$ cat config.mk
export PLATFORM = sky130hd
export DESIGN_NAME = sparse_polynomial_multiply_flat
export DESIGN_NICKNAME = d
export VERILOG_FILES = /design/src/design/spm_pkg.sv /design/src/design/spm_if.sv /design/src/design/spm_ctrl.sv /design/src/design/spm_dp.sv /design/src/design/sparse_polynomial_multiply.sv /design/src/flat_wrapper.sv
export SDC_FILE = /design/constraint.sdc
export NUM_CORES = 1
export LEC_CHECK = 0
export ABC_CLOCK_PERIOD_IN_PS = 8100
export BUFFER_PORTS_ARGS = -buffer_cell sky130_fd_sc_hd__buf_4
export CORE_MARGIN = 3
export CORE_UTILIZATION = 55
export CTS_BUF_LIST = sky130_fd_sc_hd__clkbuf_8
export CTS_CLUSTER_SIZE = 10
export DETAILED_ROUTE_END_ITERATION = 10
export PLACE_DENSITY = 0.74
export SKIP_CTS_REPAIR_TIMING = 1
export SYNTH_ARGS = -nofsm -noshare
export SYNTH_HDL_FRONTEND = slang
export SYNTH_SLANG_ARGS = --single-unit
$ cat constraint.sdc
create_clock -name clock -period 8.1 [get_ports clock]
set_input_delay 0 -clock clock [delete_from_list [all_inputs] [get_ports clock]]
set_output_delay 0 -clock clock [all_outputs]
set_load 0.005 [all_outputs]
$ cat src/design/spm_pkg.sv
// shared types and constants for the sparse polynomial multiplier
// no dependencies

package spm_pkg;

   localparam int IdxWidth  = 3;
   localparam int CntWidth  = 4;
   localparam int CoefWidth = 16;
   localparam int ExpWidth  = 15;
   localparam int ProdWidth = 32;
   localparam int PexpWidth = 16;
   localparam int SumWidth  = 38;

   typedef struct packed {
      logic                load;
      logic                scan_clr;
      logic                pair_vld;
      logic [IdxWidth-1:0] idx_i;
      logic [IdxWidth-1:0] idx_j;
      logic                commit;
      logic                emit_pend;
      logic                emit_final;
      logic                job_clr;
   } cmd_type;

   typedef struct packed {
      logic                close;
      logic [CntWidth-1:0] first_count;
      logic [CntWidth-1:0] second_count;
      logic                best_found;
      logic                best_nonzero;
      logic                pend_valid;
      logic                rsp_free;
   } status_type;

endpackage

$ cat src/design/spm_if.sv
// request and response channel interfaces for the sparse polynomial multiplier
// depends on spm_pkg

interface spm_req_if;
   logic                                 valid;
   logic                                 ready;
   logic                                 poly_select;
   logic signed [spm_pkg::CoefWidth-1:0] term_coefficient;
   logic        [spm_pkg::ExpWidth-1:0]  term_exponent;
   logic                                 last_term;

   modport source (output valid, poly_select, term_coefficient, term_exponent, last_term,
                   input ready);
   modport sink   (input valid, poly_select, term_coefficient, term_exponent, last_term,
                   output ready);
endinterface

interface spm_rsp_if;
   logic                                valid;
   logic                                ready;
   logic signed [spm_pkg::SumWidth-1:0]  product_coefficient;
   logic        [spm_pkg::PexpWidth-1:0] product_exponent;
   logic                                term_valid;
   logic                                capacity_overflow;
   logic                                last_result;

   modport source (output valid, product_coefficient, product_exponent, term_valid,
                   capacity_overflow, last_result, input ready);
   modport sink   (input valid, product_coefficient, product_exponent, term_valid,
                   capacity_overflow, last_result, output ready);
endinterface

$ cat src/design/spm_ctrl.sv
// controller: load phase, pair scans per output exponent, result emission
// depends on spm_pkg

module spm_ctrl (
   input  logic                clock,
   input  logic                reset,
   input  logic                req_valid,
   output logic                req_ready,
   input  spm_pkg::status_type status,
   output spm_pkg::cmd_type    cmd
);

   localparam logic [2:0] StLoad   = 3'd0;
   localparam logic [2:0] StScan   = 3'd1;
   localparam logic [2:0] StDrain0 = 3'd2;
   localparam logic [2:0] StDrain1 = 3'd3;
   localparam logic [2:0] StDecide = 3'd4;
   localparam logic [2:0] StPush   = 3'd5;
   localparam logic [2:0] StFinal  = 3'd6;

   logic [2:0]                   state_ff, state_in;
   logic [spm_pkg::IdxWidth-1:0] i_ff, i_in, j_ff, j_in;
   logic [spm_pkg::CntWidth-1:0] fc_m1, sc_m1;

   assign fc_m1     = status.first_count - spm_pkg::CntWidth'(1);
   assign sc_m1     = status.second_count - spm_pkg::CntWidth'(1);
   assign req_ready = (state_ff == StLoad);

   always_comb begin
      state_in = state_ff;
      i_in     = i_ff;
      j_in     = j_ff;
      cmd      = '0;
      cmd.idx_i = i_ff;
      cmd.idx_j = j_ff;
      case (state_ff)
         StLoad: begin
            if (req_valid) begin
               cmd.load = 1'b1;
               if (status.close) begin
                  cmd.scan_clr = 1'b1;
                  i_in = '0;
                  j_in = '0;
                  state_in = StScan;
               end
            end
         end
         StScan: begin
            if (status.first_count == '0 || status.second_count == '0) begin
               state_in = StDrain0;
            end else begin
               cmd.pair_vld = 1'b1;
               if (j_ff == sc_m1[spm_pkg::IdxWidth-1:0]) begin
                  j_in = '0;
                  if (i_ff == fc_m1[spm_pkg::IdxWidth-1:0]) begin
                     state_in = StDrain0;
                  end else begin
                     i_in = i_ff + spm_pkg::IdxWidth'(1);
                  end
               end else begin
                  j_in = j_ff + spm_pkg::IdxWidth'(1);
               end
            end
         end
         StDrain0: state_in = StDrain1;
         StDrain1: state_in = StDecide;
         StDecide: begin
            if (!status.best_found) begin
               state_in = StFinal;
            end else if (status.best_nonzero && status.pend_valid) begin
               state_in = StPush;
            end else begin
               cmd.commit   = 1'b1;
               cmd.scan_clr = 1'b1;
               i_in = '0;
               j_in = '0;
               state_in = StScan;
            end
         end
         StPush: begin
            if (status.rsp_free) begin
               cmd.emit_pend = 1'b1;
               cmd.commit    = 1'b1;
               cmd.scan_clr  = 1'b1;
               i_in = '0;
               j_in = '0;
               state_in = StScan;
            end
         end
         StFinal: begin
            if (status.rsp_free) begin
               cmd.emit_final = 1'b1;
               cmd.job_clr    = 1'b1;
               state_in = StLoad;
            end
         end
         default: state_in = StLoad;
      endcase
   end

   always_ff @(posedge clock) begin
      if (reset) begin
         state_ff <= StLoad;
         i_ff     <= '0;
         j_ff     <= '0;
      end else begin
         state_ff <= state_in;
         i_ff     <= i_in;
         j_ff     <= j_in;
      end
   end

endmodule

$ cat src/design/spm_dp.sv
// datapath: term storage, multiply stage, max-exponent accumulator, result register
// depends on spm_pkg

module spm_dp #(
   parameter int MAX_TERMS = 8
) (
   input  logic                                 clock,
   input  logic                                 reset,
   input  spm_pkg::cmd_type                     cmd,
   output spm_pkg::status_type                  status,
   input  logic                                 req_poly_select,
   input  logic signed [spm_pkg::CoefWidth-1:0] req_term_coefficient,
   input  logic        [spm_pkg::ExpWidth-1:0]  req_term_exponent,
   input  logic                                 req_last_term,
   output logic                                 rsp_valid,
   input  logic                                 rsp_ready,
   output logic signed [spm_pkg::SumWidth-1:0]  rsp_product_coefficient,
   output logic        [spm_pkg::PexpWidth-1:0] rsp_product_exponent,
   output logic                                 rsp_term_valid,
   output logic                                 rsp_capacity_overflow,
   output logic                                 rsp_last_result
);

   localparam int CW = spm_pkg::CntWidth;

   logic signed [spm_pkg::CoefWidth-1:0] first_coefs_ff  [MAX_TERMS];
   logic        [spm_pkg::ExpWidth-1:0]  first_exps_ff   [MAX_TERMS];
   logic signed [spm_pkg::CoefWidth-1:0] second_coefs_ff [MAX_TERMS];
   logic        [spm_pkg::ExpWidth-1:0]  second_exps_ff  [MAX_TERMS];
   logic [CW-1:0] first_count_ff, second_count_ff;
   logic          overflow_ff;

   logic                                 p_vld_ff;
   logic signed [spm_pkg::ProdWidth-1:0] p_prod_ff;
   logic        [spm_pkg::PexpWidth-1:0] p_exp_ff;

   logic                                 found_ff;
   logic signed [spm_pkg::SumWidth-1:0]  best_sum_ff;
   logic        [spm_pkg::PexpWidth-1:0] best_exp_ff;
   logic                                 bound_vld_ff;
   logic        [spm_pkg::PexpWidth-1:0] bound_ff;

   logic                                 pend_vld_ff;
   logic signed [spm_pkg::SumWidth-1:0]  pend_sum_ff;
   logic        [spm_pkg::PexpWidth-1:0] pend_exp_ff;

   logic                                 rsp_vld_ff;
   logic signed [spm_pkg::SumWidth-1:0]  rsp_coef_ff;
   logic        [spm_pkg::PexpWidth-1:0] rsp_exp_ff;
   logic                                 rsp_tv_ff, rsp_ovf_ff, rsp_last_ff;

   logic                                 in_range;
   logic signed [spm_pkg::SumWidth-1:0]  p_ext;

   assign in_range = !bound_vld_ff || (p_exp_ff < bound_ff);
   assign p_ext    = spm_pkg::SumWidth'(p_prod_ff);

   assign status.close        = req_poly_select && req_last_term;
   assign status.first_count  = first_count_ff;
   assign status.second_count = second_count_ff;
   assign status.best_found   = found_ff;
   assign status.best_nonzero = (best_sum_ff != '0);
   assign status.pend_valid   = pend_vld_ff;
   assign status.rsp_free     = !rsp_vld_ff || rsp_ready;

   // term storage
   always_ff @(posedge clock) begin
      if (cmd.load && !req_poly_select && first_count_ff < CW'(MAX_TERMS)) begin
         first_coefs_ff[first_count_ff[spm_pkg::IdxWidth-1:0]] <= req_term_coefficient;
         first_exps_ff[first_count_ff[spm_pkg::IdxWidth-1:0]]  <= req_term_exponent;
      end
      if (cmd.load && req_poly_select && second_count_ff < CW'(MAX_TERMS)) begin
         second_coefs_ff[second_count_ff[spm_pkg::IdxWidth-1:0]] <= req_term_coefficient;
         second_exps_ff[second_count_ff[spm_pkg::IdxWidth-1:0]]  <= req_term_exponent;
      end
   end

   always_ff @(posedge clock) begin
      if (reset || cmd.job_clr) begin
         first_count_ff  <= '0;
         second_count_ff <= '0;
         overflow_ff     <= 1'b0;
      end else if (cmd.load) begin
         if (!req_poly_select) begin
            if (first_count_ff < CW'(MAX_TERMS)) begin
               first_count_ff <= first_count_ff + CW'(1);
            end else begin
               overflow_ff <= 1'b1;
            end
         end else begin
            if (second_count_ff < CW'(MAX_TERMS)) begin
               second_count_ff <= second_count_ff + CW'(1);
            end else begin
               overflow_ff <= 1'b1;
            end
         end
      end
   end

   // multiply stage
   always_ff @(posedge clock) begin
      p_prod_ff <= first_coefs_ff[cmd.idx_i] * second_coefs_ff[cmd.idx_j];
      p_exp_ff  <= spm_pkg::PexpWidth'(first_exps_ff[cmd.idx_i])
                 + spm_pkg::PexpWidth'(second_exps_ff[cmd.idx_j]);
   end

   always_ff @(posedge clock) begin
      if (reset) begin
         p_vld_ff <= 1'b0;
      end else begin
         p_vld_ff <= cmd.pair_vld;
      end
   end

   // largest exponent below the bound, with its summed coefficient
   always_ff @(posedge clock) begin
      if (reset || cmd.scan_clr) begin
         found_ff <= 1'b0;
      end else if (p_vld_ff && in_range) begin
         if (!found_ff || p_exp_ff > best_exp_ff) begin
            found_ff    <= 1'b1;
            best_exp_ff <= p_exp_ff;
            best_sum_ff <= p_ext;
         end else if (p_exp_ff == best_exp_ff) begin
            best_sum_ff <= best_sum_ff + p_ext;
         end
      end
   end

   always_ff @(posedge clock) begin
      if (reset || cmd.job_clr) begin
         bound_vld_ff <= 1'b0;
         pend_vld_ff  <= 1'b0;
      end else if (cmd.commit) begin
         bound_vld_ff <= 1'b1;
         bound_ff     <= best_exp_ff;
         if (best_sum_ff != '0) begin
            pend_vld_ff <= 1'b1;
            pend_sum_ff <= best_sum_ff;
            pend_exp_ff <= best_exp_ff;
         end
      end
   end

   // result register
   always_ff @(posedge clock) begin
      if (reset) begin
         rsp_vld_ff <= 1'b0;
      end else if (cmd.emit_pend || cmd.emit_final) begin
         rsp_vld_ff <= 1'b1;
      end else if (rsp_ready) begin
         rsp_vld_ff <= 1'b0;
      end
   end

   always_ff @(posedge clock) begin
      if (cmd.emit_pend || cmd.emit_final) begin
         rsp_ovf_ff  <= overflow_ff;
         rsp_last_ff <= cmd.emit_final;
         if (pend_vld_ff) begin
            rsp_coef_ff <= pend_sum_ff;
            rsp_exp_ff  <= pend_exp_ff;
            rsp_tv_ff   <= 1'b1;
         end else begin
            rsp_coef_ff <= '0;
            rsp_exp_ff  <= '0;
            rsp_tv_ff   <= 1'b0;
         end
      end
   end

   assign rsp_valid               = rsp_vld_ff;
   assign rsp_product_coefficient = rsp_coef_ff;
   assign rsp_product_exponent    = rsp_exp_ff;
   assign rsp_term_valid          = rsp_tv_ff;
   assign rsp_capacity_overflow   = rsp_ovf_ff;
   assign rsp_last_result         = rsp_last_ff;

endmodule

$ cat src/design/sparse_polynomial_multiply.sv
// Sparse polynomial multiplier. Terms of both polynomials load at one per cycle
// (up to MAX_TERMS each, extra terms dropped and flagged). The transaction that
// closes the second list starts the compute phase, during which the block takes
// no request. Each result term costs one scan of all n1*n2 term pairs through a
// single 16x16 multiplier, so a job of k distinct product exponents takes k + 1
// scans. Results leave through a registered output stage in descending
// exponent order.
// depends on spm_pkg, spm_if, spm_ctrl, spm_dp

module sparse_polynomial_multiply #(
   parameter int MAX_TERMS = 8
) (
   input logic       clock,
   input logic       reset,
   spm_req_if.sink   req_channel,
   spm_rsp_if.source rsp_channel
);

   spm_pkg::cmd_type    cmd;
   spm_pkg::status_type status;

   spm_ctrl u_ctrl (
      .clock     (clock),
      .reset     (reset),
      .req_valid (req_channel.valid),
      .req_ready (req_channel.ready),
      .status    (status),
      .cmd       (cmd)
   );

   spm_dp #(.MAX_TERMS(MAX_TERMS)) u_dp (
      .clock                   (clock),
      .reset                   (reset),
      .cmd                     (cmd),
      .status                  (status),
      .req_poly_select         (req_channel.poly_select),
      .req_term_coefficient    (req_channel.term_coefficient),
      .req_term_exponent       (req_channel.term_exponent),
      .req_last_term           (req_channel.last_term),
      .rsp_valid               (rsp_channel.valid),
      .rsp_ready               (rsp_channel.ready),
      .rsp_product_coefficient (rsp_channel.product_coefficient),
      .rsp_product_exponent    (rsp_channel.product_exponent),
      .rsp_term_valid          (rsp_channel.term_valid),
      .rsp_capacity_overflow   (rsp_channel.capacity_overflow),
      .rsp_last_result         (rsp_channel.last_result)
   );

endmodule

$ cat src/flat_wrapper.sv
// flat-port wrapper written by rule: the top's interface ports become plain ports
module sparse_polynomial_multiply_flat 
#(
   parameter int MAX_TERMS = 8
)
  (clock, reset, req_channel_valid, req_channel_poly_select, req_channel_term_coefficient, req_channel_term_exponent, req_channel_last_term, req_channel_ready, rsp_channel_valid, rsp_channel_product_coefficient, rsp_channel_product_exponent, rsp_channel_term_valid, rsp_channel_capacity_overflow, rsp_channel_last_result, rsp_channel_ready);
  spm_req_if req_channel_i ();
  spm_rsp_if rsp_channel_i ();
  input logic clock;
  input logic reset;
  input wire logic [$bits(req_channel_i.valid)-1:0] req_channel_valid;
  input wire logic [$bits(req_channel_i.poly_select)-1:0] req_channel_poly_select;
  input wire logic [$bits(req_channel_i.term_coefficient)-1:0] req_channel_term_coefficient;
  input wire logic [$bits(req_channel_i.term_exponent)-1:0] req_channel_term_exponent;
  input wire logic [$bits(req_channel_i.last_term)-1:0] req_channel_last_term;
  output wire logic [$bits(req_channel_i.ready)-1:0] req_channel_ready;
  output wire logic [$bits(rsp_channel_i.valid)-1:0] rsp_channel_valid;
  output wire logic [$bits(rsp_channel_i.product_coefficient)-1:0] rsp_channel_product_coefficient;
  output wire logic [$bits(rsp_channel_i.product_exponent)-1:0] rsp_channel_product_exponent;
  output wire logic [$bits(rsp_channel_i.term_valid)-1:0] rsp_channel_term_valid;
  output wire logic [$bits(rsp_channel_i.capacity_overflow)-1:0] rsp_channel_capacity_overflow;
  output wire logic [$bits(rsp_channel_i.last_result)-1:0] rsp_channel_last_result;
  input wire logic [$bits(rsp_channel_i.ready)-1:0] rsp_channel_ready;
  assign req_channel_i.valid = req_channel_valid;
  assign req_channel_i.poly_select = req_channel_poly_select;
  assign req_channel_i.term_coefficient = req_channel_term_coefficient;
  assign req_channel_i.term_exponent = req_channel_term_exponent;
  assign req_channel_i.last_term = req_channel_last_term;
  assign req_channel_ready = req_channel_i.ready;
  assign rsp_channel_valid = rsp_channel_i.valid;
  assign rsp_channel_product_coefficient = rsp_channel_i.product_coefficient;
  assign rsp_channel_product_exponent = rsp_channel_i.product_exponent;
  assign rsp_channel_term_valid = rsp_channel_i.term_valid;
  assign rsp_channel_capacity_overflow = rsp_channel_i.capacity_overflow;
  assign rsp_channel_last_result = rsp_channel_i.last_result;
  assign rsp_channel_i.ready = rsp_channel_ready;
  sparse_polynomial_multiply #(.MAX_TERMS(MAX_TERMS)) u_core (.clock(clock), .reset(reset), .req_channel(req_channel_i), .rsp_channel(rsp_channel_i));
endmodule
==> impl_metrics.env <==
export IMPL_status="completed"
export IMPL_die_area_um2=76400
export IMPL_rsz0062_at_grt="false"
export IMPL_grt_max_degree=67
export IMPL_place_inst=3896
export IMPL_io_buffers=95
export IMPL_holdPathStages=2
export IMPL_setup_viol=0
export IMPL_avgSynthCellArea_um2=14.0
export IMPL_r2r_cells=23
export IMPL_async_flop_share=0
export IMPL_remaining_drc_errors=0
export IMPL_finalHoldViolCount=0
export IMPL_globalplace_congestion=0.955
export IMPL_critPathBufInv=4
export IMPL_antenna_found_initial=1
export IMPL_dp_hpwl_um=62700
export IMPL_hp_start="req_channel_term_exponent[9]"
export IMPL_synth_seq_cells=754
export IMPL_synth_top_area_frac=0.506
export IMPL_r2r_end="u_core.u_dp.p_prod_ff[31]$_DFF_P_"
export IMPL_yosysTopAreaCell="edfxtp_1"
export IMPL_crit_arrival_ns=8.22
export IMPL_critPathRequiredTime_ns=8.68
export IMPL_whs_endpoint="u_core.u_dp.first_exps_ff[3][9]$_DFFE_PP_"
export IMPL_critPathSlowestCell="dfxtp_4"
export IMPL_worst_clock_skew_ns=0.0698
export IMPL_cts_sinks=754
export IMPL_grt_usage=0.239
export IMPL_clkTransAtPathRegs_ns=0.07
export IMPL_areaGrowthSynthToFinish_pct=12.1
export IMPL_design_core_area_um2=72000
export IMPL_start_util=0.559
export IMPL_start_kind="register"
export IMPL_setup_tns_ns=0
export IMPL_hold_path_class="input pin to register"
export IMPL_detail_route_first_pass_iterations=7
export IMPL_nets=3576
export IMPL_synthTopCellsByCount="edfxtp_1 (677), inv_1 (371), fa_1 (264)"
export IMPL_drtAntennaViolNets=0
export IMPL_end_kind="register"
export IMPL_finalCoreUtilization=0.626
export IMPL_slew_violations=0
export IMPL_path_class="register to register"
export IMPL_fin_crit_ns=7.64
export IMPL_wire_per_inst_um=21.8
export IMPL_cts_buffers=116
export IMPL_critical_path_top_delay_family="adder cells"
export IMPL_seq_area_frac_synth=0.544
export IMPL_cpMostUsedCell="fa_1"
export IMPL_crit_path_max_fanout=21
export IMPL_grt_pass1_wl_um=142000
export IMPL_drt_iter0_markers=1980
export IMPL_ys_flop_type="edfxtp_1"
export IMPL_crit_chain="buf_4 -> mux4_2 -> mux2_2 -> nand2_1 -> fa_1 -> inv_1 -> fa_1 -> fa_1 -> fa_1 -> fa_1 -> inv_1 -> fa_1 -> inv_1 -> ha_1 -> a21o_1 -> a21o_1 -> a21oi_1 -> o21ai_0 -> or4_1 -> o21ai_0 -> o211ai_1 -> o31a_1 -> xnor2_1"
export IMPL_slew_headroom=0.223
export IMPL_rrSetupSlack_ns=0.46
export IMPL_drv_cap=0
export IMPL_yosys_warnings=0
export IMPL_cts_buffer_depth=3
export IMPL_postRouteWirelength_um=90300
export IMPL_cp_num_cells=23
export IMPL_fp_dieH_um=276
export IMPL_syn_nets=3343
export IMPL_worstSkewPairLatency_ns=0.77
export IMPL_vias=23600
export IMPL_root_buffer="clkbuf_8"
export IMPL_fin_hold_ws_ns=0.0632
export IMPL_grt_pass1_vias=24600
export IMPL_synth_edff_count=677
export IMPL_max_slew_worst_pin_slew_ns=1.17
export IMPL_htreeDepth=3
export IMPL_clock_fmax_mhz=131
export IMPL_num_io_pins=96
export IMPL_ys_top_cells_by_area="edfxtp_1 (51%), fa_1 (13%), mux4_2 (6.9%), ha_1 (5.4%), dfxtp_1 (3.8%)"
export IMPL_synth_cell_types=71
export IMPL_rows=98
export IMPL_die_x_um=276
export IMPL_fin_crit_sh=0.943
export IMPL_n_fill_cell=5224
export IMPL_n_antenna_cell=0
export IMPL_syn_area_um2=40200
export IMPL_avgViaCountPerCell=5.69
export IMPL_overflow=0
export IMPL_fin_cells=4152
export IMPL_max_stage_delay_ns=0.62
export IMPL_yosysMostFrequentCell="edfxtp_1"
export IMPL_drive_gt1_frac=0.165
export IMPL_cts_tree="done"
export IMPL_postSynthCellCount=2869
[through the flow]
stage,area (µm²),worst slack [ns]
final,45100,0.464
after global routing,45100,0.0211
after CTS,44700,0.276
after detailed placement,42400,0.377
after global placement,42400,0.553
after floorplan,40200,0.502
[cells by family after synthesis]
kind of cell / count (synthesis) / share of synthesized area
AOI/OAI and AO/OA: 279 / 0.0443
xor gates and xnor gates: 85 / 0.0185
adders and majority gates: 437 / 0.185
buffers and inverters: 453 / 0.0428
DFF: 754 / 0.544
muxes: 208 / 0.0920
and+or+nand+nor: 653 / 0.0733
[worst max path at each step]
stage	from	end	slack (ns)
final	register	u_core.u_dp.p_prod_ff[31]$_DFF_P_	0.46
after global placement	register	u_core.u_dp.p_prod_ff[30]$_DFF_P_	0.55
after global routing	register	u_core.u_dp.p_prod_ff[31]$_DFF_P_	0.02
after floorplan	register	u_core.u_dp.p_prod_ff[28]$_DFF_P_	0.50
after CTS	register	u_core.u_dp.p_prod_ff[30]$_DFF_P_	0.28
after detailed placement	register	u_core.u_dp.p_prod_ff[30]$_DFF_P_	0.38
[sequential cells by signal (all words and copies together), names as in the netlist, 4 cells and up, named ones only]
name and flops:
u_core.u_dp.best_exp_ff 16, u_core.u_dp.best_sum_ff 38, u_core.u_dp.bound_ff 16, u_core.u_dp.first_coefs_ff 128, u_core.u_dp.first_count_ff 4, u_core.u_dp.first_exps_ff 120, u_core.u_dp.p_exp_ff 16, u_core.u_dp.p_prod_ff 32
u_core.u_dp.pend_exp_ff 16, u_core.u_dp.pend_sum_ff 38, u_core.u_dp.rsp_product_coefficient 38, u_core.u_dp.rsp_product_exponent 16, u_core.u_dp.second_coefs_ff 128, u_core.u_dp.second_count_ff 4, u_core.u_dp.second_exps_ff 120
[layer usage]
metal / wire length [µm] / GRT usage
met5: 0 / 0
met4: 2700 / 0.0750
met2: 43700 / 0.389
met3: 5760 / 0.0413
met1: 38100 / 0.331
[cell usage in the layout (no fill, tap or decap), drive strengths merged, types with 38 or more instances in the layout]
| master | instances |
|---|---|
| nand2 | 218 |
| inv | 415 |
| buf | 159 |
| fa | 264 |
| o21ai | 74 |
| and2 | 55 |
| xnor2 | 57 |
| a21oi | 81 |
| dfxtp | 77 |
| edfxtp | 677 |
| nor2 | 225 |
| clkbuf | 119 |
| mux4 | 124 |
| mux2 | 52 |
| clkinv | 48 |
| dlygate4sd3 | 38 |
| ha | 173 |
[layout make-up]
class                      instances  area, µm²  area share
clock buffer                     119       1640      0.0363
clock inverter                    99        612      0.0136
inverter                         371       1390      0.0309
multi-input combinational       1662      16800       0.372
sequential                       754      21900       0.485
tap                              950       1190      0.0264
timing repair buffer             197       1590      0.0352
Power is left out: the tool's default activity adds up to more than one toggle a clock period on the data nets, which glitch-free logic cannot reach.
